$ cat config.mk
export PLATFORM = sky130hd
export DESIGN_NAME = sorted_priority_queue_unit
export DESIGN_NICKNAME = d
export VERILOG_FILES = /design/src/rtl/spq_pkg.sv /design/src/rtl/spq_cell.sv /design/src/rtl/sorted_priority_queue_unit.sv
export SDC_FILE = /design/constraint.sdc
export NUM_CORES = 2
export LEC_CHECK = 0
export ABC_CLOCK_PERIOD_IN_PS = 6800
export BUFFER_PORTS_ARGS = -buffer_cell sky130_fd_sc_hd__buf_2
export CAP_MARGIN = 15
export CORE_MARGIN = 2
export CORE_UTILIZATION = 41
export CTS_BUF_LIST = sky130_fd_sc_hd__clkbuf_4
export DETAILED_ROUTE_END_ITERATION = 12
export SYNTH_ARGS = -nofsm -noshare
export SYNTH_HDL_FRONTEND = slang
export SYNTH_SLANG_ARGS = --single-unit
$ cat constraint.sdc
create_clock -name clk -period 6.8 [get_ports clk]
set_input_delay 0.34 -clock clk [delete_from_list [all_inputs] [get_ports clk]]
set_output_delay 0.34 -clock clk [all_outputs]
set_load 0.01 [all_outputs]
$ cat src/rtl/spq_pkg.sv
`timescale 1ns / 1ps
`default_nettype none

package spq_pkg;

  localparam int DEPTH   = 16;
  localparam int COUNT_W = $clog2(DEPTH + 1);

  typedef enum logic [2:0] {
    FUNC_INSERT     = 3'd0,
    FUNC_POP_FIRST  = 3'd1,
    FUNC_POP_LAST   = 3'd2,
    FUNC_PEEK       = 3'd3,
    FUNC_CLEAR      = 3'd4
  } func_t;

  typedef enum logic [1:0] {
    ST_OK    = 2'd0,
    ST_EMPTY = 2'd1,
    ST_FULL  = 2'd2
  } status_t;

  typedef struct packed {
    logic signed [31:0] value;
    logic [7:0]         prio;
  } entry_t;

  // broadcast to every cell in the chain
  typedef struct packed {
    logic   ins_en;
    logic   rem_en;
    entry_t new_entry;
  } cell_ctrl_t;

endpackage

`default_nettype wire

$ cat src/rtl/spq_cell.sv
`timescale 1ns / 1ps
`default_nettype none

module spq_cell
  import spq_pkg::*;
(
  input  wire logic       clk,
  input  wire cell_ctrl_t ctrl,
  input  wire logic       occ,
  input  wire logic       left_b,
  input  wire entry_t     left_entry,
  input  wire entry_t     right_entry,
  output logic            b,
  output entry_t          entry
);

  // b: this slot is at or behind the insert position (ties stay ahead)
  assign b = !occ || (entry.prio > ctrl.new_entry.prio);

  always_ff @(posedge clk) begin
    if (ctrl.ins_en && b) begin
      entry <= left_b ? left_entry : ctrl.new_entry;
    end else if (ctrl.rem_en) begin
      entry <= right_entry;
    end
  end

endmodule

`default_nettype wire

$ cat src/rtl/sorted_priority_queue_unit.sv
// Channel   Signals                                      Handshake
// command   func, value_in, priority_in                  start && !busy
// result    value_out, priority_out, status, occupancy   done (one cycle)
//
// One command per cycle; its result strobes on done the following cycle.
// busy never rises: the shift chain of cells inserts or shifts all entries
// at once, so no operation holds off the next command.
// Synchronous reset empties the queue and clears done; slot contents are
// left as they are. The result side cannot stall.
`timescale 1ns / 1ps
`default_nettype none

module sorted_priority_queue_unit
  import spq_pkg::*;
(
  input  wire logic               clk,
  input  wire logic               rst,
  input  wire logic               start,
  output logic                    busy,
  input  wire logic [2:0]         func,
  input  wire logic signed [31:0] value_in,
  input  wire logic [7:0]         priority_in,
  output logic                    done,
  output logic signed [31:0]      value_out,
  output logic [7:0]              priority_out,
  output logic [1:0]              status,
  output logic [4:0]              occupancy
);

  logic               accept;
  logic [COUNT_W-1:0] count;
  logic [COUNT_W-1:0] count_next;
  cell_ctrl_t         ctrl;
  entry_t             cell_q [DEPTH];
  logic               cell_b [DEPTH];
  logic               cell_occ [DEPTH];
  logic               last_sel [DEPTH];
  entry_t             last_entry;
  entry_t             res_entry;
  status_t            res_status;
  logic               full;
  logic               empty;

  assign busy   = 1'b0;
  assign accept = start && !busy;
  assign full   = (count == COUNT_W'(DEPTH));
  assign empty  = (count == '0);

  assign ctrl.ins_en          = accept && (func == FUNC_INSERT) && !full;
  assign ctrl.rem_en          = accept && (func == FUNC_POP_FIRST) && !empty;
  assign ctrl.new_entry.value = value_in;
  assign ctrl.new_entry.prio  = priority_in;

  for (genvar i = 0; i < DEPTH; i++) begin : g_cell
    assign cell_occ[i] = (COUNT_W'(i) < count);
    assign last_sel[i] = (COUNT_W'(i + 1) == count);

    spq_cell u_cell (
      .clk         (clk),
      .ctrl        (ctrl),
      .occ         (cell_occ[i]),
      .left_b      ((i == 0) ? 1'b0 : cell_b[(i == 0) ? 0 : i - 1]),
      .left_entry  (cell_q[(i == 0) ? 0 : i - 1]),
      .right_entry (cell_q[(i == DEPTH - 1) ? DEPTH - 1 : i + 1]),
      .b           (cell_b[i]),
      .entry       (cell_q[i])
    );
  end

  // AND-OR select of the tail slot
  always_comb begin
    last_entry = '0;
    for (int i = 0; i < DEPTH; i++) begin
      if (last_sel[i]) begin
        last_entry = last_entry | cell_q[i];
      end
    end
  end

  always_comb begin
    count_next = count;
    res_entry  = '0;
    res_status = ST_OK;
    unique case (func)
      FUNC_INSERT: begin
        if (full) begin
          res_status = ST_FULL;
        end else begin
          res_entry  = ctrl.new_entry;
          count_next = count + COUNT_W'(1);
        end
      end
      FUNC_POP_FIRST: begin
        if (empty) begin
          res_status = ST_EMPTY;
        end else begin
          res_entry  = cell_q[0];
          count_next = count - COUNT_W'(1);
        end
      end
      FUNC_POP_LAST: begin
        if (empty) begin
          res_status = ST_EMPTY;
        end else begin
          res_entry  = last_entry;
          count_next = count - COUNT_W'(1);
        end
      end
      FUNC_PEEK: begin
        if (empty) begin
          res_status = ST_EMPTY;
        end else begin
          res_entry = cell_q[0];
        end
      end
      FUNC_CLEAR: begin
        count_next = '0;
      end
      default: begin
      end
    endcase
  end

  always_ff @(posedge clk) begin
    if (rst) begin
      count <= '0;
      done  <= 1'b0;
    end else begin
      done <= accept;
      if (accept) begin
        count <= count_next;
      end
    end
  end

  always_ff @(posedge clk) begin
    if (accept) begin
      value_out    <= res_entry.value;
      priority_out <= res_entry.prio;
      status       <= res_status;
      occupancy    <= 5'(count_next);
    end
  end

endmodule

`default_nettype wire

After elaboration in Yosys (flattened, before gate mapping)
Index checks and enable logic that the tools add are counted.
{"block": "totals", "output_inout_bits": 49, "mem_count": 0, "wordCells": 253, "latchBits": 0, "rom_bits": 0, "ramBits": 0, "ff_bits": 693}
{"block": "classes", "eq_ne": 21, "mux": 71, "n_bitwise": 15, "magnitude_cmp": 32, "n_div": 0, "n_addsub": 2, "shifts": 0, "multipliers": 0, "reduce_logical": 74}
{"op": "$mux W40", "count": 64}
{"op": "$or A40 B40 Y40", "count": 15}
{"op": "$gt A8 B8 Y1", "count": 16}
{"op": "$pmux W40 S3", "count": 1}
{"op": "$eq A4 B5 Y1 const A", "count": 8}
{"op": "$lt A4 B5 Y1 const A", "count": 8}
{"op": "$reduce_bool A2 Y1", "count": 15}
{"op": "$eq A3 B5 Y1 const A", "count": 4}
{"op": "$logic_and A1 B1 Y1", "count": 20}
{"op": "$lt A3 B5 Y1 const A", "count": 4}
{"op": "$logic_not A1 Y1", "count": 18}
{"op": "$logic_or A1 B1 Y1", "count": 16}
{"op": "$pmux W5 S3", "count": 1}
{"op": "$eq A2 B5 Y1 const A", "count": 2}
{"op": "$lt A1 B5 Y1 const A", "count": 2}
{"op": "$lt A2 B5 Y1 const A", "count": 2}
{"op": "$mux W5", "count": 2}
{"op": "$eq A3 B2 Y1 const B", "count": 2}
{"op": "$add A5 B1 Y5 const B", "count": 1}
{"op": "$eq A1 B5 Y1 const A", "count": 1}
{"op": "$eq A5 B5 Y1 const A", "count": 1}
{"op": "$eq A5 B5 Y1 const B", "count": 1}
{"op": "$logic_not A5 Y1", "count": 1}
{"op": "$sub A5 B1 Y5 const B", "count": 1}
{"op": "8 further kinds", "count": 9}

Logic depth before layout (Yosys ltp)
{"block": "depth", "depth_word": 34, "ltp_mapped": 12}

Hierarchy
From an unflattened synthesis, not the netlist that was laid out.
{"block": "hier_totals", "cells_unflattened": 3562, "hier_area_um2": 47869.7}
{"mod": "spq_cell", "cells_each": 169, "seq_area_each_um2": 1201.2, "area_per_inst_um2": 2534.9, "n_inst": 16}
{"mod": "sorted_priority_queue_unit", "cells_each": 858, "seq_area_each_um2": 1531.5, "area_per_inst_um2": 7310.8, "n_inst": 1}

Worst setup path before layout
OpenSTA, ideal clock, no wires.
{"block": "synth_timing", "kind": "input to register", "from": "input priority_in[5]", "to": "register g_cell[3].u_cell.entry[0] in the netlist's numbering (enable)", "arrival_time_ns": 5.181, "path_stages": 11, "setup_ns": 0.493, "setup_slack_ns": 1.126, "path_cell_list": "clkbuf_1 > clkbuf_1 > inv_1 > ha_1 > nand4_1 > nand2b_1 > o2bb2ai_1 > and2_1 > clkbuf_1 > clkbuf_1 > o21ai_0"}
{"block": "synth_between", "elab_chain_len": 4}
{"item": "start: declaration", "line_no": "sorted_priority_queue_unit.sv:22", "text": "input wire logic [7:0] priority_in,"}
{"item": "$gt A8 B8 Y1", "line_no": "spq_cell.sv:18", "text": "assign b = !occ || (entry.prio > ctrl.new_entry.prio);"}
{"item": "$logic_or A1 B1 Y1", "line_no": "spq_cell.sv:18"}
{"item": "$logic_and A1 B1 Y1", "line_no": "spq_cell.sv:21", "text": "if (ctrl.ins_en && b) begin"}
{"item": "$reduce_bool A2 Y1 (no line)"}
{"item": "end signal: assignment", "line_no": "spq_cell.sv:22", "text": "entry <= left_b ? left_entry : ctrl.new_entry;"}
{"item": "end signal: assignment", "line_no": "spq_cell.sv:24", "text": "entry <= right_entry;"}
{"item": "end: declaration", "line_no": "spq_cell.sv:14", "text": "output entry_t entry"}
No other way between the ends.
A chain may end at the register's enable or synchronous reset.

Worst setup path in the final report
{"block": "layout_timing", "from": "register count[1]", "to": "register g_cell[7].u_cell.entry[28] in the netlist's numbering (enable)"}
{"block": "layout_between", "elab_chain_len": 5, "elab_cells_between_ends": 11, "classes_between": "1 x order compare; 1 x eq/ne; 9 x reduce/logical"}
{"item": "start: declaration", "line_no": "sorted_priority_queue_unit.sv:31", "text": "logic [COUNT_W-1:0] count;"}
{"item": "start signal: assignment", "line_no": "sorted_priority_queue_unit.sv:131", "text": "count <= count_next;"}
{"item": "$lt A3 B5 Y1 or $eq A5 B5 Y1 (tied branches)", "line_no": "sorted_priority_queue_unit.sv:55, sorted_priority_queue_unit.sv:46"}
{"item": "$logic_not A1 Y1 (on tied branches)", "line_no": "spq_cell.sv:18, sorted_priority_queue_unit.sv:49"}
{"item": "$logic_or A1 B1 Y1 or $logic_and A1 B1 Y1 (tied branches)", "line_no": "spq_cell.sv:18, sorted_priority_queue_unit.sv:49"}
{"item": "$logic_and A1 B1 Y1", "line_no": "spq_cell.sv:21"}
{"item": "$reduce_bool A2 Y1 (no line) (*)"}
{"item": "end signal: assignment", "line_no": "spq_cell.sv:22"}
{"item": "end signal: assignment", "line_no": "spq_cell.sv:24"}
{"item": "end: declaration", "line_no": "spq_cell.sv:14"}
Mark *: on every way between the ends. The rest lies on a longest branch, timed or not.

==> results.yml <==
floorplanning:
  core-area_mm2: 0.101
  die_w_um: 323
  die-height_um: 323
  ios: 95
  start_util: 0.412
  rows: 117
  dieArea_mm2: 0.104
setup_path:
  critPathCaptureType: "flip-flop"
  reg2reg_depth: 7
  worstPathMaxFanout: 40
  r2r_slack_ns: 1.61
  cp.arrival_ns: 5.80
  cp-start-kind: "flip-flop"
  critPathKind: "flip-flop to flip-flop"
  r2r-start: "count[1]$_SDFFE_PP0P_"
  required_ns: 7.41
  r2r_end: "g_cell[7].u_cell.entry[28]$_DFFE_PP_"
synthesis:
  synthFlopType: "edfxtp_1"
  synth_top_area_frac: 0.494
  syn_area_mm2: 0.0418
  syn-instance-count: 3805
  synth-seq-area-share: 0.497
  syn_area_per_cell_um2: 11.0
  synth_edf_count: 687
  synth_nets: 3984
  async_reset_ff_frac: 0
  yosysTopAreaCell: "edfxtp_1"
  ys_ff_latch: 693
  synthTopCellsByArea: "edfxtp_1, mux2i_1, o21ai_0, mux2_2, ha_1"
  synth_cell_types: 76
  yosys_warnings: 0
sta:
  period_needed_ns: 5.19
  rsz0062_at_grt: "false"
  maxClockFrequency_mhz: 193
  finalSetupViolCount: 0
  post-route-period-util: 0.763
  worst_pin_slew_ns: 1.44
  tns_ns: 0
  finalMaxSlewViolations: 0
  finalHoldViolCount: 0
  relSlewSlack: 0.0411
  fin_skew_ns: 0.0902
detailed_routing:
  wl_met2_um: 75900
  drt_iter0_markers: 5627
  routed_wl_um: 180000
  vias_per_cell: 6.69
  wl_per_cell_um: 33.4
  num_vias: 36000
  wl_met1_um: 68200
  drc_errors: 0
  dr.pass1.iters: 9
  met3_length_um: 24400
  top_layer_used: "met5"
  detail-route-antenna-nets: 0
cts:
  clock-root-buffer: "clkbuf_4"
  cts-resized-gates: 0
  path_clk_slew_ns: 0.07
  htreeDepth: 4
  cts_buffers: 192
  cts_buffer_depth: 3
  cts_tree: "built"
  clock_latency_ns: 1.16
  cts_sinks: 693
finish:
  fillCellCount: 9489
  drive_gt1_frac: 0.182
  finalInstanceArea_mm2: 0.0465
  fin_util: 0.458
  final_common_cell: "edfxtp_1"
  syn_to_final_growth_pct: 11.3
  most-common-layout-cells: "edfxtp_1, mux2i_1, o21ai_0"
  nets: 4031
global_route:
  overflow: 0
  gr-usage-all-layers: 0.338
  grt_pass1_wl_um: 251000
  grt_pass1_vias: 34100
  antenna_found_initial: 7
  grt_start_max_net_pins: 81
job:
  cap_violations: 0
place:
  hpwl_um: 102000
  dpl_cell_area_mm2: 0.0435
  portBuffers: 93
  gp_congestion: 0.974
hold_path:
  whs_path_depth: 3
  min_from: "priority_in[0]"
  worstHoldEndpoint: "g_cell[7].u_cell.entry[0]$_DFFE_PP_"
  hold_path.class: "primary input to flip-flop"
power:
  ir_drop_uv: 146
  p_leak_nw: 16.6
  powerDensity_mw_per_mm2: 229
  power_mw: 10.6
status:
  status: "finished, final reports clean"
[flip-flops by register name, indices dropped and copies added, names as in the netlist]
signal               cells
g_cell.u_cell.entry    640
value_out               32
priority_out             8
count                    5
occupancy                5
status                   2
done                     1
[Yosys cell counts, drive strengths merged (7+ instances only)]
cell / instances
mux2: 171
o211ai: 14
a31oi: 21
ha: 133
o21ai: 451
nand4: 36
nor2: 152
a222oi: 36
clkbuf: 255
nor3: 22
o31ai: 10
and3: 23
a2bb2oi: 41
o21a: 7
a22o: 30
edfxtp: 687
buf: 113
a221o: 32
a22oi: 138
nand2b: 13
a211oi: 9
a21oi: 245
o22ai: 15
o2bb2ai: 15
mux2i: 519
nor2b: 25
a221oi: 46
inv: 29
nand3: 13
nand2: 421
[kinds of logic after synthesis]
logic type               synth area share
other                           0.0000898
AND/OR/NAND/NOR                    0.0798
AO/OA/AOI/OAI                       0.172
adder cells (fa/ha/maj)            0.0399
flip-flops                          0.497
buffers and inverters              0.0408
XOR/XNOR                         0.000210
multiplexers                        0.171
[critical path, cell delays in order, from the launching register on]
cell and delay (ns):
dfxtp_1 0.46, inv_1 0.28, ha_1 0.55, nand4bb_1 0.26, nand4_1 0.60, buf_4 0.73, or2_2 0.91, nand2_4 0.77
[layer usage]
layer	vias to the layer above	track usage
met5	-	0.00694
met4	7	0.190
met3	686	0.0962
met2	2958	0.493
met1	17500	0.451
li1	14900	-
[what timing repair did]
item | 4_1_cts | 5_1_grt
endpoints found under the hold margin | 686 | 0
setup buffers | 0 | 0
hold buffers | 46 | 0
[report_power, final]
group / leakage (nW) / total, mW / internal [mW] / switching, mW
registers: 6.35 / 5.03 / 4.88 / 0.150
logic: 8.76 / 1.57 / 0.513 / 1.06
clock network: 1.47 / 4.03 / 1.98 / 2.05
total: 16.6 / 10.6 / 7.38 / 3.25
[metrics by stage]
stage | worst slack [ns] | hold WS, ns | cells
final | 1.61 | 0.122 | 5383
after global placement | 2.01 | 0.562 | 4978
after CTS | 1.78 | 0.0305 | 5373
after detailed placement | 1.82 | 0.570 | 4978
after global routing | 1.52 | 0.0542 | 5380
after floorplan | 1.13 | 0.409 | 3805
[cell type report]
class	count	area, um2	share of cell area
Sequential cell	693	20800	0.447
Multi-Input combinational cell	2715	19800	0.426
Clock buffer	281	2110	0.0454
Tap cell	1368	1710	0.0368
Timing Repair Buffer	221	1570	0.0338
Clock inverter	68	375	0.00808
Inverter	29	109	0.00234
Antenna cell	8	20.0	0.000431
[worst max-delay path by stage]
stage                           from                              endpoint  slack (ns)  cells past startpoint
6_report       count[1]$_SDFFE_PP0P_  g_cell[7].u_cell.entry[28]$_DFFE_PP_        1.61                      7
5_1_grt        count[1]$_SDFFE_PP0P_  g_cell[7].u_cell.entry[26]$_DFFE_PP_        1.52                      7
4_1_cts        count[1]$_SDFFE_PP0P_  g_cell[7].u_cell.entry[17]$_DFFE_PP_        1.78                      7
3_5_place_dp   count[1]$_SDFFE_PP0P_  g_cell[7].u_cell.entry[20]$_DFFE_PP_        1.82                      7
3_3_place_gp   count[1]$_SDFFE_PP0P_  g_cell[7].u_cell.entry[17]$_DFFE_PP_        2.01                      7
2_1_floorplan         priority_in[5]   g_cell[3].u_cell.entry[0]$_DFFE_PP_        1.13                     11
(Power assumes the default switching activity.)
